**src/sv/base64_line_wrapped_encoder_assert.svh**
```systemverilog
// Assertion macros for the Base64 line-wrapped encoder.
`ifndef BASE64_LINE_WRAPPED_ENCODER_ASSERT_SVH
`define BASE64_LINE_WRAPPED_ENCODER_ASSERT_SVH

`ifndef SYNTHESIS
`define B64LWE_ASSERT_NOW(lbl, cond, msg) \
	lbl: assert property (@(posedge clk) disable iff (!arst_n) (cond)) else $error(msg);
`define B64LWE_ASSERT_NEXT(lbl, ante, cons, msg) \
	lbl: assert property (@(posedge clk) disable iff (!arst_n) (ante) |=> (cons)) \
		else $error(msg);
`else
`define B64LWE_ASSERT_NOW(lbl, cond, msg)
`define B64LWE_ASSERT_NEXT(lbl, ante, cons, msg)
`endif

`endif

```
**src/sv/b64lwe_pkg.sv**
```systemverilog
// Shared types, constants and the symbol function of the Base64 encoder.
package b64lwe_pkg;

	localparam logic [7:0] CHAR_CR  = 8'd13;
	localparam logic [7:0] CHAR_LF  = 8'd10;
	localparam logic [7:0] CHAR_PAD = 8'h3D;
	localparam logic [5:0] GPL_RESET = 6'd19;

	typedef enum logic [1:0] {
		PH_BYTE0,
		PH_BYTE1,
		PH_BYTE2
	} phase_t;

	// characters caused by one input byte
	typedef struct packed {
		logic [3:0][7:0] chars;
		logic [1:0]      last_idx;
		logic            fin;
	} job_t;

	typedef struct packed {
		phase_t     phase;
		logic [5:0] line_cnt;
	} front_stat_t;

	typedef struct packed {
		logic full;
		logic not_empty;
	} queue_stat_t;

	function automatic logic [7:0] b64_sym(input logic [5:0] v);
		logic [7:0] r;
		if (v < 6'd26)
			r = 8'h41 + {2'b00, v};
		else if (v < 6'd52)
			r = 8'h61 + {2'b00, v} - 8'd26;
		else if (v < 6'd62)
			r = 8'h30 + {2'b00, v} - 8'd52;
		else if (v == 6'd62)
			r = 8'h2B;
		else
			r = 8'h2F;
		return r;
	endfunction

endpackage

```
**src/sv/b64lwe_front.sv**
```systemverilog
// Front end: takes bytes, tracks group and line state, builds character jobs.
module b64lwe_front (
	input  logic                      clk,
	input  logic                      arst_n,
	input  logic                      accept,
	input  logic [7:0]                data_byte,
	input  logic                      final_byte,
	input  logic [5:0]                groups_per_line,
	output b64lwe_pkg::job_t          job,
	output b64lwe_pkg::front_stat_t   stat
);
	import b64lwe_pkg::*;

	phase_t     phase_q, phase_nxt;
	logic [3:0] lo_q, lo_nxt;
	logic [5:0] line_cnt_q, line_cnt_nxt;
	logic [5:0] cnt_inc;

	assign cnt_inc = line_cnt_q + 6'd1;

	always_comb begin
		job          = '0;
		job.fin      = final_byte;
		phase_nxt    = phase_q;
		lo_nxt       = lo_q;
		line_cnt_nxt = line_cnt_q;
		unique case (phase_q)
			PH_BYTE1: begin
				job.chars[0] = b64_sym({lo_q[1:0], data_byte[7:4]});
				if (final_byte) begin
					job.chars[1] = b64_sym({data_byte[3:0], 2'b00});
					job.chars[2] = CHAR_PAD;
					job.last_idx = 2'd2;
				end else begin
					job.last_idx = 2'd0;
					lo_nxt       = data_byte[3:0];
					phase_nxt    = PH_BYTE2;
				end
			end
			PH_BYTE2: begin
				job.chars[0] = b64_sym({lo_q, data_byte[7:6]});
				job.chars[1] = b64_sym(data_byte[5:0]);
				if (cnt_inc == groups_per_line) begin
					job.chars[2] = CHAR_CR;
					job.chars[3] = CHAR_LF;
					job.last_idx = 2'd3;
					line_cnt_nxt = '0;
				end else begin
					job.last_idx = 2'd1;
					line_cnt_nxt = cnt_inc;
				end
				phase_nxt = PH_BYTE0;
				lo_nxt    = '0;
			end
			default: begin
				// first byte of a group; an unused phase code lands here too
				job.chars[0] = b64_sym(data_byte[7:2]);
				if (final_byte) begin
					job.chars[1] = b64_sym({data_byte[1:0], 4'b0000});
					job.chars[2] = CHAR_PAD;
					job.chars[3] = CHAR_PAD;
					job.last_idx = 2'd3;
				end else begin
					job.last_idx = 2'd0;
					lo_nxt       = {2'b00, data_byte[1:0]};
					phase_nxt    = PH_BYTE1;
				end
			end
		endcase
		if (final_byte) begin
			phase_nxt    = PH_BYTE0;
			lo_nxt       = '0;
			line_cnt_nxt = '0;
		end
	end

	always_ff @(posedge clk or negedge arst_n) begin
		if (!arst_n) begin
			phase_q    <= PH_BYTE0;
			lo_q       <= '0;
			line_cnt_q <= '0;
		end else if (accept) begin
			phase_q    <= phase_nxt;
			lo_q       <= lo_nxt;
			line_cnt_q <= line_cnt_nxt;
		end
	end

	assign stat.phase    = phase_q;
	assign stat.line_cnt = line_cnt_q;

endmodule

```
**src/sv/b64lwe_queue.sv**
```systemverilog
// Short job queue between the front end and the character emitter.
module b64lwe_queue #(
	parameter int DEPTH = 2
) (
	input  logic                      clk,
	input  logic                      arst_n,
	input  logic                      wr_en,
	input  b64lwe_pkg::job_t          wr_data,
	input  logic                      rd_en,
	output b64lwe_pkg::job_t          rd_data,
	output b64lwe_pkg::queue_stat_t   stat
);
	import b64lwe_pkg::*;

	localparam int PW = (DEPTH > 1) ? $clog2(DEPTH) : 1;
	localparam int CW = $clog2(DEPTH + 1);
	localparam logic [PW-1:0] PTR_LAST = PW'(DEPTH - 1);
	localparam logic [CW-1:0] CNT_FULL = CW'(DEPTH);

	job_t          mem_q [DEPTH];
	logic [PW-1:0] wr_ptr_q, rd_ptr_q;
	logic [CW-1:0] cnt_q;
	logic          do_wr, do_rd;

	assign stat.full      = (cnt_q == CNT_FULL);
	assign stat.not_empty = (cnt_q != '0);
	assign do_wr          = wr_en && !stat.full;
	assign do_rd          = rd_en && stat.not_empty;
	assign rd_data        = mem_q[rd_ptr_q];

	always_ff @(posedge clk) begin
		if (do_wr)
			mem_q[wr_ptr_q] <= wr_data;
	end

	always_ff @(posedge clk or negedge arst_n) begin
		if (!arst_n) begin
			wr_ptr_q <= '0;
			rd_ptr_q <= '0;
			cnt_q    <= '0;
		end else begin
			if (do_wr)
				wr_ptr_q <= (wr_ptr_q == PTR_LAST) ? '0 : wr_ptr_q + PW'(1);
			if (do_rd)
				rd_ptr_q <= (rd_ptr_q == PTR_LAST) ? '0 : rd_ptr_q + PW'(1);
			if (do_wr && !do_rd)
				cnt_q <= cnt_q + CW'(1);
			else if (do_rd && !do_wr)
				cnt_q <= cnt_q - CW'(1);
		end
	end

endmodule

```
**src/sv/b64lwe_back.sv**
```systemverilog
// Back end: walks each job one character per cycle into the output register while it is empty or popped.
module b64lwe_back (
	input  logic              clk,
	input  logic              arst_n,
	input  b64lwe_pkg::job_t  head,
	input  logic              head_valid,
	output logic              head_done,
	output logic              empty,
	input  logic              pop,
	output logic [7:0]        out_char,
	output logic              run_last,
	output logic              message_end
);
	import b64lwe_pkg::*;

	logic [1:0] idx_q;
	logic       out_valid_q;
	logic       load;
	logic       at_last;

	assign load      = !out_valid_q || pop;
	assign at_last   = (idx_q == head.last_idx);
	assign head_done = load && head_valid && at_last;
	assign empty     = !out_valid_q;

	always_ff @(posedge clk or negedge arst_n) begin
		if (!arst_n) begin
			out_valid_q <= 1'b0;
			idx_q       <= '0;
		end else if (load) begin
			out_valid_q <= head_valid;
			if (head_valid)
				idx_q <= at_last ? 2'd0 : idx_q + 2'd1;
		end
	end

	always_ff @(posedge clk) begin
		if (load && head_valid) begin
			out_char    <= head.chars[idx_q];
			run_last    <= at_last;
			message_end <= at_last && head.fin;
		end
	end

endmodule

```
**src/sv/base64_line_wrapped_encoder.sv**
```systemverilog
// Base64 encoder with CR LF line wrapping: top level.
// A byte's characters pass through the job queue and then the output register before they can be popped.
// Throughput: one character per cycle from the output register while pop is held; a byte is
// taken every cycle while the job queue has room.
// Reset clears group phase, leftover bits, line count, queue and output valid;
// groups_per_line returns to 19.
`include "base64_line_wrapped_encoder_assert.svh"

module base64_line_wrapped_encoder #(
	parameter int QUEUE_DEPTH = 2
) (
	input  logic       clk,
	input  logic       arst_n,
	input  logic       push,
	output logic       full,
	input  logic [7:0] data_byte,
	input  logic       final_byte,
	output logic       empty,
	input  logic       pop,
	output logic [7:0] out_char,
	output logic       run_last,
	output logic       message_end,
	input  logic       cfg_valid,
	output logic       cfg_ready,
	input  logic [5:0] cfg_data
);
	import b64lwe_pkg::*;

	logic [5:0]  gpl_q;
	logic        accept;
	job_t        new_job, head_job;
	front_stat_t front_st;
	queue_stat_t queue_st;
	logic        head_done;

	assign cfg_ready = 1'b1;
	assign full      = queue_st.full;
	assign accept    = push && !queue_st.full;

	always_ff @(posedge clk or negedge arst_n) begin
		if (!arst_n)
			gpl_q <= GPL_RESET;
		else if (cfg_valid && cfg_ready)
			gpl_q <= cfg_data;
	end

	b64lwe_front u_front (
		.clk             (clk),
		.arst_n          (arst_n),
		.accept          (accept),
		.data_byte       (data_byte),
		.final_byte      (final_byte),
		.groups_per_line (gpl_q),
		.job             (new_job),
		.stat            (front_st)
	);

	b64lwe_queue #(
		.DEPTH (QUEUE_DEPTH)
	) u_queue (
		.clk     (clk),
		.arst_n  (arst_n),
		.wr_en   (accept),
		.wr_data (new_job),
		.rd_en   (head_done),
		.rd_data (head_job),
		.stat    (queue_st)
	);

	b64lwe_back u_back (
		.clk         (clk),
		.arst_n      (arst_n),
		.head        (head_job),
		.head_valid  (queue_st.not_empty),
		.head_done   (head_done),
		.empty       (empty),
		.pop         (pop),
		.out_char    (out_char),
		.run_last    (run_last),
		.message_end (message_end)
	);

	`B64LWE_ASSERT_NOW(a_end_is_run_last, !(!empty && message_end && !run_last),
		"message end without run end")
	`B64LWE_ASSERT_NOW(a_lf_ends_run, !(!empty && out_char == CHAR_LF && !run_last),
		"LF not last of its byte")
	`B64LWE_ASSERT_NEXT(a_final_clears, accept && final_byte,
		front_st.phase == PH_BYTE0 && front_st.line_cnt == 6'd0,
		"state not cleared after final byte")

endmodule
```
**config.mk**
```make
export PLATFORM = sky130hd
export DESIGN_NAME = base64_line_wrapped_encoder
export DESIGN_NICKNAME = d
export VERILOG_FILES = /design/src/sv/b64lwe_pkg.sv /design/src/sv/b64lwe_front.sv /design/src/sv/b64lwe_queue.sv /design/src/sv/b64lwe_back.sv /design/src/sv/base64_line_wrapped_encoder.sv
export VERILOG_INCLUDE_DIRS = /design/src /design/src/sv
export SDC_FILE = /design/constraint.sdc
export NUM_CORES = 1
export LEC_CHECK = 0
export BUFFER_PORTS_ARGS = -buffer_cell sky130_fd_sc_hd__clkbuf_2
export CELL_PAD_IN_SITES_DETAIL_PLACEMENT = 0
export CELL_PAD_IN_SITES_GLOBAL_PLACEMENT = 2
export CORE_ASPECT_RATIO = 0.9
export CORE_UTILIZATION = 40
export DETAILED_ROUTE_END_ITERATION = 12
export HOLD_SLACK_MARGIN = 0.12
export PLACE_DENSITY = 0.92
export RECOVER_POWER = 25
export SYNTH_ARGS = -nofsm -noshare
export SYNTH_HDL_FRONTEND = slang
export SYNTH_SLANG_ARGS = --single-unit
```
**constraint.sdc**
```tcl
create_clock -name clk -period 4.2 [get_ports clk]
set_input_delay 0.84 -clock clk [delete_from_list [all_inputs] [get_ports clk]]
set_output_delay 0.84 -clock clk [all_outputs]
set_load 0.02 [all_outputs]
```
[Word-level counts from Yosys, hierarchy flattened]
Memory sizes are Yosys's and may differ from the RTL's.
Cells that the tools add are included.
W data, S select, Z words.
Storage, ports and cells
  output and inout port bits: 13
  RAM bits: 66
  memories: 1
  flip-flop bits (word level): 35
  bits of input ports: 20
Cells by class
  order comparisons: 19
  muxes and demuxes: 46
  reductions and logical operators: 18
  equality and inequality tests: 9
  add/sub/neg operators: 36
Memory list
  u_queue.mem_q: words 2, bits a word 33, rd ports 1, clocked after memory_dff 0, write ports 1, RTL line b64lwe_queue.sv:20  | job_t mem_q [DEPTH];
Operators by type and width (count)
  $mux W8: 19
  $add A7 B6 Y8 const A: 12
  $lt A6 B6 Y1 const B: 12
  $pmux W26 S2: 1
  $sub A8 B5 Y8 const B: 6
  $sub A8 B6 Y8 const B: 6
  $add A6 B6 Y7 const A: 6
  $lt A6 B5 Y1 const B: 6
  $eq A6 B6 Y1 const B: 4
  $mux W22: 1
  $mux W6: 3
  $bmux W8 S2: 1
  $mux W14: 1
  $mux W2: 7
  $mux W12: 1
  $mux W3: 4
  $pmux W6 S2: 1
  $logic_and A1 B1 Y1: 8
  $pmux W4 S2: 1
  $add A6 B1 Y6 const B: 1
  $eq A6 B6 Y1: 1
  $reduce_bool A2 Y1: 3
  $add A2 B1 Y2 const B: 2
  $eq A2 B2 Y1 const B: 2
  other kinds (11): 19

[Logic depth before layout (Yosys ltp)]
  word-level depth: 8
  depth in mapped cells: 10

[Hierarchy]
From an unflattened synthesis, not the netlist that was laid out.
Unflattened totals
  cells, all modules: 608
  area total of the unflattened synthesis: 6827.8 µm²
By module, submodules not included
  b64lwe_front: area an instance 2986.6 µm², instances 1, cells each 423
  b64lwe_queue: area an instance 2876.5 µm², instances 1, cells each 128
  b64lwe_back: area an instance 691.9 µm², instances 1, cells each 41
  base64_line_wrapped_encoder: area an instance 272.8 µm², instances 1, cells each 16

[Worst setup path after synthesis]
Ideal clock, no wire load.
  path type: input -> register
  start point: input data_byte[2]
  end point: memory u_queue.mem_q[0][12] (netlist bit) (data pin)
  slack: 1454 ps
  stages on the path: 9
  setup time: 282 ps
  buffers on the path: 2
  data arrival time: 2464 ps
  data required time: 3918 ps
  cell sequence: buf_2 inv_1 ha_1 a21o_1 a21oi_1 clkbuf_1 inv_2 a22oi_1 o221ai_1
RTL lines
  start: declaration: RTL line base64_line_wrapped_encoder.sv:16  | input logic [7:0] data_byte,
  end: declaration: RTL line b64lwe_queue.sv:20

==> out/results.ini <==
[logic_synthesis]
synth-edff-count=56
synth_area_leader_cell=edfxtp_1
synth-seq-area-share_pct=42.7
syn_inst=568
synth_cell_type_count=60
synth.top_cell.area_share_pct=31.1
synth_most_common_cell=edfxtp_1
synth-seq-cells=81
synth_top_cells_by_count=edfxtp_1 (56), nand2_1 (50), a21oi_1 (49)
syn_area_um2=5410
async_flop_share_pct=30.9
synth_fp_nets=616
syn_avg_cell_area_um2=9.53
synthTopCellsByArea=edfxtp_1 (31%), dfrtp_1 (10%), ha_1 (6.5%), a21oi_1 (4.5%), xnor2_1 (4.5%)
synth_ff_type=edfxtp_1
ys.warnings.count=0

[clock_tree]
cts_buffers=9
cts.sinks=81
root_buffer=clkbuf_16
cts_resized=0
post_cts_buffers=0
cts_hold_buf=0
insertion_delay_ps=330
clockBufferDepth=2
cts_tree=yes
htree_levels=3
path_clk_slew_ps=60

[timing]
whs_ps=512
hold_viol_final=0
fmax_mhz=331
min_period_over_period_pct=71.9
setup_ws_ps=1180
slew_violations=0
period_needed_ps=3020
slew_headroom_pct=10.1
skew_ps=5.09
rsz0062_at_grt=no
finalSetupViolations=0
worstMarginPinSlew_ps=1350
tns_ps=0

[place]
hpwl_um=9670
gp_congestion=0.877
io_buffers=31
post-place-ws_ps=920

[power]
ir_worst_vdd_mv=0.269
total_power_uw=3810
p_per_area_nw_per_um2=640
p_leak_uw=0.00229

[run_status]
status=completed

[routing]
ant_nets=0
post_drt_wl_per_cell_um=17.7
vias=4347
drt_wl_total_um=13200
drt-initial-drc-count=345
first_pass_iters=5
vias_per_cell=5.83
drc=0

[setup_path]
startpoint_type=primary input
worstPathRequired_ps=4310
crit_buf_inv=1
cpPeakStageDelay_ps=540
crit_slowest_cell=ha_1
critical_path.endpoint_type=flop
critPathTopFamily=simple AND/OR/NAND/NOR gates
cp.arrival_ps=3130
crit_type=in -> reg
worstPathMaxFanout=18
r2r_slack_ps=1270
crit_chain=clkbuf_2 -> ha_1 -> a21oi_1 -> and2_1 -> or4_1 -> nand3_1 -> a221oi_1 -> a41oi_1

[global_route]
track_usage_pct=19.6
grt_max_degree=26
grt_pass1_vias=4155
grt.overflow.total=0
antenna_found_initial=0
grt_pass1_wl_um=21800

[floorplan]
start_util_pct=41.9
core_um2=12900
io_pins=33
die_area_um2=14000
die_w_um=125
rows=39
die_h_um=112

[finish]
nFillCells=1208
multiInputGateArea_um2=2820
drive_gt1_share_pct=13.1
ff_latch_area_um2=2310
n_antenna_cell=0
nets=625
syn2layout_area_growth_pct=10.0

[min_path]
hp-class=reg -> reg

[flow_run]
max_cap_violations=0

[metrics by stage]
stage	utilization, %	instance area [um^2]	cells
floorplan	-	5410	568
global placement	43.8	5660	730
detailed placement	43.8	5660	730
CTS	46.1	5960	746
global route	46.1	5960	746
finish	46.1	5960	746
[cell type report]
type | count | share of cell area (%)
Multi-Input combinational cell | 415 | 47.3
Sequential cell | 81 | 38.8
Clock buffer | 11 | 4.62
Tap cell | 164 | 3.45
Timing Repair Buffer | 37 | 3.21
Inverter | 33 | 2.08
Clock inverter | 5 | 0.525
[per-layer routing]
layer	track usage (%)	share of wire, %	vias up
met1	27.3	46	2101
met3	2.86	4.7	19
met2	30.5	47	140
li1	-	-	2087
met5	0	0	-
met4	8.19	1.9	0
[final timing paths]
| check | startpoint | end | cells past startpoint |
|---|---|---|---|
| worst max register to register | u_front.lo_q[0] | u_queue.mem_q[0][5] | 8 |
| min in group asynchronous | arst_n | u_back.out_valid_q | 1 |
| worst max-delay path | data_byte[7] | u_queue.mem_q[0][9] | 8 |
| max in group asynchronous | arst_n | u_front.lo_q[1] | 1 |
| worst min-delay path | u_queue.cnt_q[1] | u_queue.cnt_q[1] | 1 |
| worst min register to register | u_queue.cnt_q[1] | u_queue.cnt_q[1] | 1 |
[power by group]
group	total (uW)	switching, uW	internal (uW)
clock network	777	304	473
registers	1450	187	1260
logic	1590	977	611
total	3810	1470	2340
[registers in the layout, indices dropped and copies added (netlist names), 2 cells and up]
name and flops:
u_queue.cnt_q 2, u_back.idx_q 2, u_front.lo_q 4, gpl_q 6, u_queue.mem_q 46, u_front.phase_q 2, u_back.out_char 8, u_front.line_cnt_q 6
[logic make-up (layout without fill, tap and decap cells)]
family                   after synthesis  after routing  share of synthesized area (%)
other                                  1              1                         0.0693
adder cells (fa/ha/maj)               28             28                           6.47
multiplexers                          23             23                           6.31
flip-flops                            81             81                           42.7
buffers and inverters                 72             86                           5.36
XOR/XNOR                              36             36                           5.82
AND/OR/NAND/NOR                      162            162                           14.7
AO/OA/AOI/OAI                        165            165                           18.6
[worst register-to-register path: cells and delay by family, from the launching register on]
| family | cells | cell delay (ps) |
|---|---|---|
| adder cells (fa/ha/maj) | 1 | 310 |
| flip-flops | 1 | 620 |
| AO/OA/AOI/OAI | 5 | 1200 |
| AND/OR/NAND/NOR | 1 | 250 |
| buffers and inverters | 1 | 230 |
[cells in the final DEF, fill, tap and decap left out, types with 22 or more instances in the layout]
master	instances
edfxtp_1	56
dfrtp_1	22
xnor2_1	28
a21oi_1	49
nand3_1	23
clkbuf_2	27
o21ai_0	48
ha_1	28
nor2_1	27
nand2_1	50
inv_1	32
(Power assumes the default switching activity.)
